$ cat src/rtl/imu_serial_frame_decoder_assert.svh
// Assertion macros shared by the IMU frame decoder modules.
// Needs nothing else; each macro takes the clock and active-low reset to use.
`ifndef IMU_SERIAL_FRAME_DECODER_ASSERT_SVH
`define IMU_SERIAL_FRAME_DECODER_ASSERT_SVH

// Consequent must hold in the same cycle as the antecedent.
`define ISFD_ASSERT_NOW(label, clk, rst_n, ante, cons) \
  label: assert property (@(posedge clk) disable iff (!rst_n) (ante) |-> (cons)) \
    else $error("imu frame decoder check failed");

// Consequent must hold in the cycle after the antecedent.
`define ISFD_ASSERT_NEXT(label, clk, rst_n, ante, cons) \
  label: assert property (@(posedge clk) disable iff (!rst_n) (ante) |=> (cons)) \
    else $error("imu frame decoder check failed");

`endif

$ cat src/rtl/isfd_pkg.sv
// Types, constants and scaling functions for the IMU serial frame decoder.
// Used by the frame tracker, the scaler and the top level; depends on nothing.
`default_nettype none

package isfd_pkg;

  localparam int unsigned AXIS_W = 25;
  localparam int unsigned TEMP_W = 17;

  // frame bytes
  localparam logic [7:0] HDR_BYTE   = 8'h55;
  localparam logic [7:0] TYPE_ACC   = 8'h51;
  localparam logic [7:0] TYPE_RATE  = 8'h52;
  localparam logic [7:0] TYPE_ANGLE = 8'h53;

  // frame kinds
  localparam logic [1:0] KIND_ACC   = 2'd0;
  localparam logic [1:0] KIND_RATE  = 2'd1;
  localparam logic [1:0] KIND_ANGLE = 2'd2;

  // byte positions within a frame
  localparam logic [3:0] POS_HUNT      = 4'd0;
  localparam logic [3:0] POS_TYPE      = 4'd1;
  localparam logic [3:0] POS_DATA0     = 4'd2;
  localparam logic [3:0] POS_DATA_LAST = 4'd9;
  localparam logic [3:0] POS_LAST      = 4'd10;

  // axis gains, 13 fraction bits: 16*8192/32768, 2000*8192/32768, 180*8192/32768
  localparam logic signed [AXIS_W-1:0] RATE_GAIN  = 25'sd500;
  localparam logic signed [AXIS_W-1:0] ANGLE_GAIN = 25'sd45;

  // temperature: round(raw*64/85) + 9280, done as floor((raw*64 + BIAS)/85) - OFFSET
  localparam logic [23:0] TEMP_BIAS   = 24'd2097247;  // 85*24673 + 42
  localparam logic [23:0] TEMP_RECIP  = 24'd12632257; // ceil(2^30/85)
  localparam logic [16:0] TEMP_OFFSET = 17'd15393;    // 24673 - 9280
  localparam logic signed [TEMP_W-1:0] TEMP_MIN = -17'sd15392;
  localparam logic signed [TEMP_W-1:0] TEMP_MAX = 17'sd33952;

  typedef struct packed {
    logic [1:0]         kind;
    logic signed [15:0] raw_x;
    logic signed [15:0] raw_y;
    logic signed [15:0] raw_z;
    logic signed [15:0] raw_t;
  } frame_t;

  function automatic logic signed [AXIS_W-1:0] scale_axis(input logic signed [15:0] raw,
                                                          input logic [1:0] kind);
    logic signed [AXIS_W-1:0] ext;
    logic signed [AXIS_W-1:0] res;
    ext = AXIS_W'(raw);
    case (kind)
      KIND_ACC:  res = ext <<< 2;
      KIND_RATE: res = ext * RATE_GAIN;
      default:   res = ext * ANGLE_GAIN;
    endcase
    return res;
  endfunction

  function automatic logic signed [TEMP_W-1:0] scale_temp(input logic signed [15:0] raw);
    logic [23:0] biased;
    logic [22:0] num;
    logic [46:0] prod;
    logic [15:0] quo;
    // biased value is always positive and below 2^23
    biased = {{2{raw[15]}}, raw, 6'b0} + TEMP_BIAS;
    num    = biased[22:0];
    prod   = 47'(num) * 47'(TEMP_RECIP);
    quo    = prod[45:30];
    return TEMP_W'(17'(quo) - TEMP_OFFSET);
  endfunction

endpackage

`default_nettype wire

$ cat src/rtl/imu_serial_frame_decoder.sv
// IMU 11-byte serial frame decoder: one received byte per beat, one result per frame.
// The result is in the output register in the cycle after the eleventh byte is accepted.
// Throughput: one byte per cycle; in_stall rises only for an eleventh byte while the
// previous result is still held and stalled in the output register.
// Reset (rst_n low, synchronous) returns to header hunt and empties the output register.
// Built from isfd_tracker and isfd_scaler; depends on isfd_pkg.
`default_nettype none

module imu_serial_frame_decoder (
  input  wire logic                               clk,
  input  wire logic                               rst_n,
  input  wire logic                               in_valid,
  output logic                                    in_stall,
  input  wire logic [7:0]                         in_rx_byte,
  output logic                                    out_valid,
  input  wire logic                               out_stall,
  output logic [1:0]                              out_frame_kind,
  output logic signed [isfd_pkg::AXIS_W-1:0]      out_axis_x,
  output logic signed [isfd_pkg::AXIS_W-1:0]      out_axis_y,
  output logic signed [isfd_pkg::AXIS_W-1:0]      out_axis_z,
  output logic signed [isfd_pkg::TEMP_W-1:0]      out_temperature
);

  isfd_pkg::frame_t frame;
  logic             last_byte;
  logic             accept;
  logic             load;

  // hold the closing beat only while the result slot is full and blocked
  assign in_stall = last_byte && out_valid && out_stall;
  assign accept   = in_valid && !in_stall;
  assign load     = accept && last_byte;

  isfd_tracker u_tracker (
    .clk       (clk),
    .rst_n     (rst_n),
    .accept    (accept),
    .rx_byte   (in_rx_byte),
    .frame     (frame),
    .last_byte (last_byte)
  );

  isfd_scaler u_scaler (
    .clk             (clk),
    .rst_n           (rst_n),
    .load            (load),
    .frame           (frame),
    .out_stall       (out_stall),
    .out_valid       (out_valid),
    .out_frame_kind  (out_frame_kind),
    .out_axis_x      (out_axis_x),
    .out_axis_y      (out_axis_y),
    .out_axis_z      (out_axis_z),
    .out_temperature (out_temperature)
  );

endmodule

`default_nettype wire

$ cat src/rtl/isfd_tracker.sv
// Frame tracker: header hunt, type check, byte position and data byte store.
// Depends on isfd_pkg and the decoder assertion macros.
`default_nettype none
`include "imu_serial_frame_decoder_assert.svh"

module isfd_tracker (
  input  wire logic          clk,
  input  wire logic          rst_n,
  input  wire logic          accept,
  input  wire logic [7:0]    rx_byte,
  output isfd_pkg::frame_t   frame,
  output logic               last_byte
);

  logic [3:0] pos_r;
  logic [3:0] pos_nxt;
  logic [1:0] kind_r;
  logic [1:0] kind_nxt;
  logic [7:0] payload_r [8];
  logic       wr_en;
  logic [2:0] wr_idx;

  assign last_byte = (pos_r == isfd_pkg::POS_LAST);
  assign wr_idx    = 3'(pos_r - isfd_pkg::POS_DATA0);

  always_comb begin
    pos_nxt  = pos_r;
    kind_nxt = kind_r;
    wr_en    = 1'b0;
    if (accept) begin
      case (pos_r)
        isfd_pkg::POS_TYPE: begin
          if (rx_byte == isfd_pkg::TYPE_ACC || rx_byte == isfd_pkg::TYPE_RATE ||
              rx_byte == isfd_pkg::TYPE_ANGLE) begin
            kind_nxt = 2'(rx_byte - isfd_pkg::TYPE_ACC);
            pos_nxt  = isfd_pkg::POS_DATA0;
          end else if (rx_byte == isfd_pkg::HDR_BYTE) begin
            // bad type that is itself a header: start over from here
            pos_nxt = isfd_pkg::POS_TYPE;
          end else begin
            pos_nxt = isfd_pkg::POS_HUNT;
          end
        end
        isfd_pkg::POS_LAST: begin
          // checksum byte: taken, never checked
          pos_nxt = isfd_pkg::POS_HUNT;
        end
        default: begin
          if (pos_r >= isfd_pkg::POS_DATA0 && pos_r <= isfd_pkg::POS_DATA_LAST) begin
            wr_en   = 1'b1;
            pos_nxt = pos_r + 4'd1;
          end else begin
            pos_nxt = (rx_byte == isfd_pkg::HDR_BYTE) ? isfd_pkg::POS_TYPE
                                                      : isfd_pkg::POS_HUNT;
          end
        end
      endcase
    end
  end

  always_ff @(posedge clk) begin
    if (!rst_n) begin
      pos_r  <= isfd_pkg::POS_HUNT;
      kind_r <= isfd_pkg::KIND_ACC;
    end else begin
      pos_r  <= pos_nxt;
      kind_r <= kind_nxt;
    end
  end

  always_ff @(posedge clk) begin
    if (wr_en) begin
      payload_r[wr_idx] <= rx_byte;
    end
  end

  assign frame.kind  = kind_r;
  assign frame.raw_x = {payload_r[1], payload_r[0]};
  assign frame.raw_y = {payload_r[3], payload_r[2]};
  assign frame.raw_z = {payload_r[5], payload_r[4]};
  assign frame.raw_t = {payload_r[7], payload_r[6]};

  `ISFD_ASSERT_NEXT(a_last_returns_to_hunt, clk, rst_n, accept && last_byte,
                    pos_r == isfd_pkg::POS_HUNT)
  `ISFD_ASSERT_NOW(a_pos_in_range, clk, rst_n, 1'b1, pos_r <= isfd_pkg::POS_LAST)
  `ISFD_ASSERT_NOW(a_kind_in_range, clk, rst_n, 1'b1, kind_r <= isfd_pkg::KIND_ANGLE)

endmodule

`default_nettype wire

$ cat src/rtl/isfd_scaler.sv
// Scaler and result register: axis gains and temperature conversion of one frame.
// Depends on isfd_pkg and the decoder assertion macros.
`default_nettype none
`include "imu_serial_frame_decoder_assert.svh"

module isfd_scaler (
  input  wire logic                               clk,
  input  wire logic                               rst_n,
  input  wire logic                               load,
  input  wire isfd_pkg::frame_t                   frame,
  input  wire logic                               out_stall,
  output logic                                    out_valid,
  output logic [1:0]                              out_frame_kind,
  output logic signed [isfd_pkg::AXIS_W-1:0]      out_axis_x,
  output logic signed [isfd_pkg::AXIS_W-1:0]      out_axis_y,
  output logic signed [isfd_pkg::AXIS_W-1:0]      out_axis_z,
  output logic signed [isfd_pkg::TEMP_W-1:0]      out_temperature
);

  logic                                 valid_r;
  logic                                 valid_nxt;
  logic [1:0]                           kind_r;
  logic signed [isfd_pkg::AXIS_W-1:0]   x_r;
  logic signed [isfd_pkg::AXIS_W-1:0]   y_r;
  logic signed [isfd_pkg::AXIS_W-1:0]   z_r;
  logic signed [isfd_pkg::TEMP_W-1:0]   temp_r;

  always_comb begin
    valid_nxt = valid_r;
    if (load) begin
      valid_nxt = 1'b1;
    end else if (valid_r && !out_stall) begin
      valid_nxt = 1'b0;
    end
  end

  always_ff @(posedge clk) begin
    if (!rst_n) begin
      valid_r <= 1'b0;
    end else begin
      valid_r <= valid_nxt;
    end
  end

  always_ff @(posedge clk) begin
    if (load) begin
      kind_r <= frame.kind;
      x_r    <= isfd_pkg::scale_axis(frame.raw_x, frame.kind);
      y_r    <= isfd_pkg::scale_axis(frame.raw_y, frame.kind);
      z_r    <= isfd_pkg::scale_axis(frame.raw_z, frame.kind);
      temp_r <= isfd_pkg::scale_temp(frame.raw_t);
    end
  end

  assign out_valid       = valid_r;
  assign out_frame_kind  = kind_r;
  assign out_axis_x      = x_r;
  assign out_axis_y      = y_r;
  assign out_axis_z      = z_r;
  assign out_temperature = temp_r;

  `ISFD_ASSERT_NEXT(a_load_shows_result, clk, rst_n, load, valid_r)
  `ISFD_ASSERT_NOW(a_no_overwrite, clk, rst_n, load, !(valid_r && out_stall))
  `ISFD_ASSERT_NOW(a_temp_range, clk, rst_n, valid_r,
                   temp_r >= isfd_pkg::TEMP_MIN && temp_r <= isfd_pkg::TEMP_MAX)

endmodule

`default_nettype wire
$ cat config.mk
export PLATFORM = sky130hd
export DESIGN_NAME = imu_serial_frame_decoder
export DESIGN_NICKNAME = d
export VERILOG_FILES = /design/src/rtl/isfd_pkg.sv /design/src/rtl/imu_serial_frame_decoder.sv /design/src/rtl/isfd_tracker.sv /design/src/rtl/isfd_scaler.sv
export VERILOG_INCLUDE_DIRS = /design/src /design/src/rtl
export SDC_FILE = /design/constraint.sdc
export NUM_CORES = 1
export LEC_CHECK = 0
export BUFFER_PORTS_ARGS = -buffer_cell sky130_fd_sc_hd__buf_2
export CAP_MARGIN = 20
export CORE_MARGIN = 5
export CORE_UTILIZATION = 45
export CTS_CLUSTER_DIAMETER = 150
export DETAILED_ROUTE_END_ITERATION = 6
export GPL_TIMING_DRIVEN = 0
export PLACE_DENSITY_LB_ADDON = 0.08
export SLEW_MARGIN = 10
export SYNTH_ARGS = -nofsm -noshare
export SYNTH_HDL_FRONTEND = slang
export SYNTH_SLANG_ARGS = --single-unit
$ cat constraint.sdc
create_clock -name clk -period 8.7 [get_ports clk]
set_clock_uncertainty 0.15 [all_clocks]
set_input_delay 0.435 -clock clk [delete_from_list [all_inputs] [get_ports clk]]
set_output_delay 0.435 -clock clk [all_outputs]
set_load 0.02 [all_outputs]
### Word level (Yosys, flattened, before mapping)

Memory sizes are Yosys's and may differ from the RTL's.
Index checks and enable logic that the tools add are counted.

* register bits after elaboration: 101
* memories kept: 1
* bits in latches: 0
* bits in read-only memories: 0
* memory bits (writable): 64

Memory list
* u_tracker.payload_r: words 8, bits a word 8, rd ports 8, clocked after Yosys merged registers in 0, write ports 1, RTL line isfd_tracker.sv:19 `logic [7:0] payload_r [8];`

* div/mod/pow operators: 0
* add/subtract/negate cells: 5
* multiplexer cells: 14
* bitwise operators: 0
* multiply operators: 7
* shift-type cells: 0
* order comparisons: 2
* reduce and logical (&&, ||, !) cells: 14
* equality and inequality tests: 7

Operators with widths (count)
* case mux 25 bit (2 select lines): 3
* multiplier 16 x 7 -> 23 bit (second input constant): 3
* multiplier 16 x 8 -> 23 bit (second input constant): 3
* multiplier 23 x 24 -> 46 bit (second input constant): 1
* == test 8 x 7 -> 1 bit (second input constant): 4
* adder 22 x 23 -> 23 bit (second input constant): 1
* subtractor 16 x 14 -> 17 bit (second input constant): 1
* two-way mux 1 bit: 8
* two-way mux 4 bit: 2
* case mux 4 bit (2 select lines): 1
* logical AND 1 bit: 6
* adder 4 x 1 -> 4 bit (second input constant): 1
* == test 4 x 1 -> 1 bit (second input constant): 1
* == test 4 bit (second input constant): 1
* >= comparator 4 x 2 -> 1 bit (second input constant): 1
* less-or-equal comparator 4 bit (second input constant): 1
* AND reduction 3 bit: 1
* subtractor 3 x 2 -> 3 bit (second input constant): 1
* == test 2 x 1 -> 1 bit (second input constant): 1
* zero test 1 bit: 2
* zero test 2 bit: 1
* logical OR 1 bit: 2
* nonzero test 2 bit: 1
* OR reduction 2 bit: 1
* subtractor 2 x 1 -> 2 bit (second input constant): 1

### Depth between registers and ports, before layout

Gate-level depths: netlist of the first run.

* word-level depth: 8
* mapped depth: 31
* gate-level depth less buffers: 30

### By module

Synthesis of the first run repeated with hierarchy kept, for this count alone.

* cells, all modules: 2445
* area, all modules: 25065.3 sq um

By module, submodules not included
* isfd_scaler: seq. area each 2842.7 sq um, area an instance 22496.6 sq um, instances 1, cells each 2304
* isfd_tracker: seq. area each 2042.0 sq um, area an instance 2539.9 sq um, instances 1, cells each 137
* imu_serial_frame_decoder: seq. area each 0.0 sq um, area an instance 28.8 sq um, instances 1, cells each 4

### Worst setup path before layout of the first run

Ideal clock, no wire load.

* path type: register -> register
* start: memory u_tracker.payload_r[6][0]
* end: register u_scaler.temp_r, in the netlist u_scaler.out_temperature[15] (data pin)
* cell stages (with the launch flop): 29
* setup slack: 1.136 ns
* arrival time: 7.146 ns
* path buffers: 1
* library setup time: 0.268 ns
* cells stage by stage: edfxtp_1 > ha_1 > nand2_1 > nor2_1 > nand2_1 > xnor2_1 > ha_1 > ha_1 > fa_1 > inv_1 > fa_1 > fa_1 > ha_1 > inv_1 > fa_1 > ha_1 > nand4_1 > nor4_1 > o2111ai_1 > nand3_1 > mux2_4 > a22oi_4 > a41oi_1 > a31o_2 > or3_1 > buf_6 > a2111oi_4 > nand3b_1 > xor2_1

RTL lines
* start: declaration: RTL line isfd_tracker.sv:19
* end signal: assignment: RTL line isfd_scaler.sv:51 `temp_r <= isfd_pkg::scale_temp(frame.raw_t);`
* end: declaration: RTL line isfd_scaler.sv:26 `logic signed [isfd_pkg::TEMP_W-1:0] temp_r;`

==> results_dict.tcl, run 1 <==
set metrics [dict create \
    outcome "finished clean" \
    peakVddDrop_mv 0.171 \
    startpoint "u_tracker.payload_r[6][2]" \
    vias 17000 \
    rr_worst_depth 28 \
    holdBufCountCts 0 \
    syn_nets 3160 \
    io-pin-count 108 \
    viasPerCell 5.23 \
    syn_avg_cell_area_um2 10.2 \
    routed_wire_length_per_instance_um 18.0 \
    utilization_pct 49.4 \
    fin_nets 3292 \
    wirelength_mm 58.5 \
    fin_ws_ns 0.377 \
    critPathArrivalTime_ns 8.40 \
    clock-sinks 165 \
    yosysWarnings 0 \
    die-area_um2 59200 \
    setup_tns_ns 0 \
    grt_overflow 0 \
    worstPathRequired_ns 8.77 \
    crit_slowest_cell "fa_1" \
    grt_usage_pct 20.5 \
    place.gp.congestion 0.853 \
    portBuffers 107 \
    grt_max_degree 33 \
    p_per_area_nw_per_um2 103 \
    startpoint_type "flop" \
    grt_antenna_before_repair 5 \
    final_hold_viol_count 0 \
    drt_pre_antenna_iters 5 \
    r2r_slack_ns 0.38 \
    placed_cells_incl_taps 3216 \
    finalSetupViolations 0 \
    reg2reg_from "u_tracker.payload_r[6][2]" \
    crit_type "flop to flop" \
    h-tree-depth 4 \
    synth_seq_cells 165 \
    core_um2 53900 \
    dpl_worst_slack_ns 0.0440 \
    synth-edff-count 158 \
    clock_path_buffers 2 \
    grt_pass1_vias 18100 \
    drt-initial-drc-count 633 \
    tightest_slew_ns 1.12 \
    stdcell_count 3253 \
    critPathCapture "u_scaler.out_temperature[15]" \
    synthToLayoutAreaGrowth_pct 8.66 \
    stdcell_area_um2 26600 \
    clock_latency_ns 0.49 \
    die_h_um 243 \
    cts_made_buffers 17 \
    cts-root-buf "clkbuf_16" \
    grt_pass1_wl_mm 96.3 \
    slowest_delay_ns 0.54 \
    hold_depth 3 \
    p_total_mw 2.75 \
    whs_ns 0.105 \
    drt.antenna.violating_nets 0 \
    crit_path_max_fanout 7 \
    place_hpwl_mm 48.0 \
    layout_commonest_cell "inv_1" \
    initial_utilization_pct 45.4 \
    synthFlopType "edfxtp_1" \
    synthCells 2409 \
    maxSlewHeadroom_pct 25.1 \
    final_cell_mix "inv_1 (511), ha_1 (436), fa_1 (302)" \
    drv_slew 0 \
    ys_async_sr_fraction_pct 0 \
    r2r_end "u_scaler.out_temperature[15]" \
    synth_area_um2 24500 \
    end_kind "flop" \
    num_rows 85 \
    period_share_pct 95.7 \
    cts_tree "done" \
    max_freq_ghz 0.120 \
    min_path_type "input port to flop" \
    path_common_cell "ha_1" \
    die_x_um 243 \
    drive_gt1_share_pct 7.09 \
    yosysUniqueCellTypes 72 \
    place_area_um2 26000 \
    yosysSeqAreaShare_pct 19.9 \
    drv_cap 0 \
    drc 0 \
    finalCriticalPeriod_ns 8.32 \
    path_clk_slew_ns 0.08 \
    leakagePower_nw 12.8 \
]
[layout make-up]
type	instances	area, µm²
Antenna cell	3	7.51
Multi-Input combinational cell	1701	17600
Clock buffer	18	429
Fill cell	5047	27300
Inverter	512	1920
Clock inverter	14	144
Sequential cell	165	4880
Timing Repair Buffer	113	631
Buffer	31	124
Tap cell	696	871
[sequential cells by signal (all words and copies together) (netlist names)]
name / count
u_tracker.payload_r: 64
u_scaler.out_axis_x: 25
u_scaler.out_axis_y: 25
u_scaler.out_axis_z: 25
u_scaler.out_temperature: 17
u_tracker.pos_r: 4
u_scaler.out_frame_kind: 2
u_tracker.kind_r: 2
u_scaler.out_valid: 1
[metal layers]
| metal | share of wire, % | global-route usage, % |
|---|---|---|
| met3 | 5.1 | 4.23 |
| met2 | 46 | 33.6 |
| met5 | 0 | 0 |
| met4 | 2.3 | 5.86 |
| met1 | 46 | 27.8 |
[cell usage after synthesis, drive strengths merged (14+ instances only)]
cell type  instances  area share, %
inv              511            7.8
ha               437             22
fa               302             25
edfxtp           158             19
nor2             109            1.7
nand2            105            1.6
a21oi            104            2.1
o21ai             97            2.0
xnor2             94            3.4
xor2              55            2.0
a21o              40            1.2
nor3              33           0.67
mux2i             30            1.2
nand3             28           0.57
a211oi            24           0.76
clkbuf            23           0.35
nor2b             23           0.59
nand2b            19           0.49
nand4             16           0.41
o21bai            16           0.49
and2              15           0.38
o21a              14           0.43
[kinds of logic (layout without fill, tap and decap cells)]
kind of cell | count (synthesis) | in the layout | share of synthesized area (%)
XOR/XNOR | 149 | 149 | 5.43
multiplexers | 38 | 38 | 1.61
flip-flops | 165 | 165 | 19.9
AND/OR/NAND/NOR | 397 | 397 | 7.79
adder cells (fa/ha/maj) | 739 | 739 | 47.0
other | 0 | 3 | 0
AO/OA/AOI/OAI | 378 | 378 | 9.90
buffers and inverters | 543 | 688 | 8.35
[worst min-delay path by stage]
stage                              startpoint                    endpoint  slack [ns]
final                                   rst_n         u_tracker.kind_r[0]        0.10
after global routing                    rst_n         u_tracker.kind_r[0]        0.10
after CTS                               rst_n         u_tracker.kind_r[0]        0.06
after detailed placement  u_tracker.kind_r[1]  u_scaler.out_frame_kind[1]        0.31
after global placement    u_tracker.kind_r[1]  u_scaler.out_frame_kind[1]        0.34
after floorplan           u_tracker.kind_r[0]  u_scaler.out_frame_kind[0]        0.26
[worst max-delay path, delay by kind of cell, from the launching register on]
family / cells / cell delay [ns]
xor gates and xnor gates: 2 / 0.42
DFF: 1 / 0.44
buffers and inverters: 4 / 0.34
AOI/OAI and AO/OA: 5 / 1.27
and+or+nand+nor: 9 / 2.24
adders and majority gates: 7 / 2.86
muxes: 1 / 0.33
[power breakdown]
group          leakage (nW)  switching, mW  internal [mW]
logic                  11.0          0.626          0.444
clock network         0.271          0.395          0.380
registers              1.48        0.00508          0.896
total                  12.8           1.03           1.72
[timing repair]
item                                   in CTS  in global routing
setup endpoints to repair                   1                  6
endpoints found under the hold margin       0                  0
setup buffers                               1                  0
gates resized for setup                     0                  6
cloned                                      0                  0
Power figures use the tool's default switching activity.
==> inputs of run 2 (changes only) <==
==> constraint.sdc (replaced) <==
create_clock -name clk -period 10 [get_ports clk]
set_clock_uncertainty 0.15 [all_clocks]
set_input_delay 0.5 -clock clk [delete_from_list [all_inputs] [get_ports clk]]
set_output_delay 0.5 -clock clk [all_outputs]
set_load 0.02 [all_outputs]
==> results_dict.tcl, run 2 (synthesis gave the netlist of run 1 again) <==
set metrics [dict create \
    outcome "finished clean" \
    clock_latency_ns 0.49 \
    setup_tns_ns 0 \
    rr_worst_depth 28 \
    reg2reg_from "u_tracker.payload_r[6][0]" \
    grt_pass1_wl_mm 96.3 \
    grt_overflow 0 \
    grt_antenna_before_repair 5 \
    cts_tree "done" \
    vias 17000 \
    place.gp.congestion 0.853 \
    path_common_cell "ha_1" \
    clock_path_buffers 2 \
    max_freq_ghz 0.114 \
    period_share_pct 87.8 \
    cts_resized 0 \
    slowest_delay_ns 0.63 \
    multiInputGateArea_um2 17600 \
    min_path_type "input port to flop" \
    wirelength_mm 58.6 \
    utilization_pct 49.3 \
    die-area_um2 59200 \
    place_hpwl_mm 48.0 \
    rsz0062_at_grt "no" \
    core_um2 53900 \
    startpoint_type "flop" \
    fin_nets 3291 \
    critPathCapture "u_scaler.out_temperature[15]" \
    crit_type "flop to flop" \
    largest_reg_flops 64 \
    grt_usage_pct 20.5 \
    cts_made_buffers 17 \
    stdcell_area_um2 26600 \
    drive_gt1_share_pct 6.82 \
    synthToLayoutAreaGrowth_pct 8.51 \
    io-pin-count 108 \
    drc 0 \
    num_rows 85 \
    regMostFlops "u_tracker.payload_r" \
    critPathArrivalTime_ns 8.85 \
    layout_commonest_cell "inv_1" \
    place_area_um2 26000 \
    grt_pass1_vias 18100 \
    end_kind "flop" \
    path_clk_slew_ns 0.08 \
    ff_latch_area_um2 4880 \
    initial_utilization_pct 45.4 \
    h-tree-depth 4 \
    final_hold_viol_count 0 \
    routed_wire_length_per_instance_um 18.0 \
    p_total_mw 2.39 \
    drt-initial-drc-count 745 \
    holdBufCountCts 0 \
    viasPerCell 5.23 \
    n_fill_cell 5053 \
    r2r_end "u_scaler.out_temperature[15]" \
    die_h_um 243 \
    drv_cap 0 \
    drt.antenna.violating_nets 0 \
    drv_slew 0 \
    finalCriticalPeriod_ns 8.78 \
    finalSetupViolations 0 \
    peakVddDrop_mv 0.148 \
    cts-root-buf "clkbuf_16" \
    p_per_area_nw_per_um2 89.8 \
    worstPathRequired_ns 10.07 \
    tightest_slew_ns 1.13 \
    maxSlewHeadroom_pct 25.0 \
    final_cell_mix "inv_1 (511), ha_1 (437), fa_1 (302)" \
    die_x_um 243 \
    startpoint "u_tracker.payload_r[6][0]" \
    drt_pre_antenna_iters 5 \
    r2r_slack_ns 1.22 \
    crit_slowest_cell "edfxtp_1" \
    crit_path_max_fanout 8 \
    postCtsSetupRepairBufs 0 \
    portBuffers 107 \
    grt_max_degree 33 \
    clock-sinks 165 \
    leakagePower_nw 12.8 \
]
==> run 2: changes by cell type in the layout (fill, tap and decap cells not counted), sizes merged <==
| cell | change |
|---|---|
| buf | -1 |
| diode | +1 |
==> run 2: worst min-delay path by stage <==
| stage | slack, ns | from | to | cells past startpoint |
|---|---|---|---|---|
| 2_1_floorplan | 0.26 | u_tracker.kind_r[0] | u_scaler.out_frame_kind[0] | 0 |
| 3_3_place_gp | 0.34 | u_tracker.kind_r[1] | u_scaler.out_frame_kind[1] | 0 |
| 3_5_place_dp | 0.31 | u_tracker.kind_r[1] | u_scaler.out_frame_kind[1] | 0 |
| 4_1_cts | 0.12 | rst_n | u_tracker.kind_r[0] | 3 |
| 5_1_grt | 0.17 | rst_n | u_tracker.kind_r[0] | 3 |
| 6_report | 0.17 | rst_n | u_tracker.kind_r[0] | 3 |
==> run 2: final cells by class <==
cell class | instances | share of cell area (%)
diodes | 4 | 0.0376
well taps | 696 | 3.28
clock inverters | 14 | 0.541
inverters | 512 | 7.23
repair buffers | 112 | 2.34
flip-flops and latches | 165 | 18.4
multi-input cells | 1701 | 66.1
clock buffers | 18 | 1.61
plain buffers | 31 | 0.466
==> run 2: report_power, final <==
group          internal (mW)  switching (mW)  leakage [nW]
registers              0.779         0.00488          1.48
clock network          0.331           0.344         0.271
logic                  0.386           0.542          11.0
==> run 2: routing by layer <==
metal  vias up  GRT usage (%)  wire length [µm]
met5         -              0                 0
met4         0           5.86              1290
met3        67           4.23              2900
met2       284           33.6             27300
met1      8374           27.8             27100
li1       8301              -                 -
==> run 2: stage by stage <==
step / hold slack [ns] / worst slack [ns] / instances
after floorplan: 0.256 / 2.44 / 2409
after global placement: 0.345 / 1.38 / 3212
after detailed placement: 0.311 / 1.34 / 3216
after CTS: 0.124 / 1.30 / 3248
after global routing: 0.166 / 0.812 / 3249
final: 0.171 / 1.22 / 3253
==> run 2: critical path, delay by kind of cell, from the launching register on <==
kind,cells,cell delay [ns]
adders and majority gates,9,3.63
and+or+nand+nor,8,1.67
AOI/OAI and AO/OA,5,1.30
DFF,1,0.63
xor gates and xnor gates,2,0.49
muxes,1,0.33
buffers and inverters,3,0.30
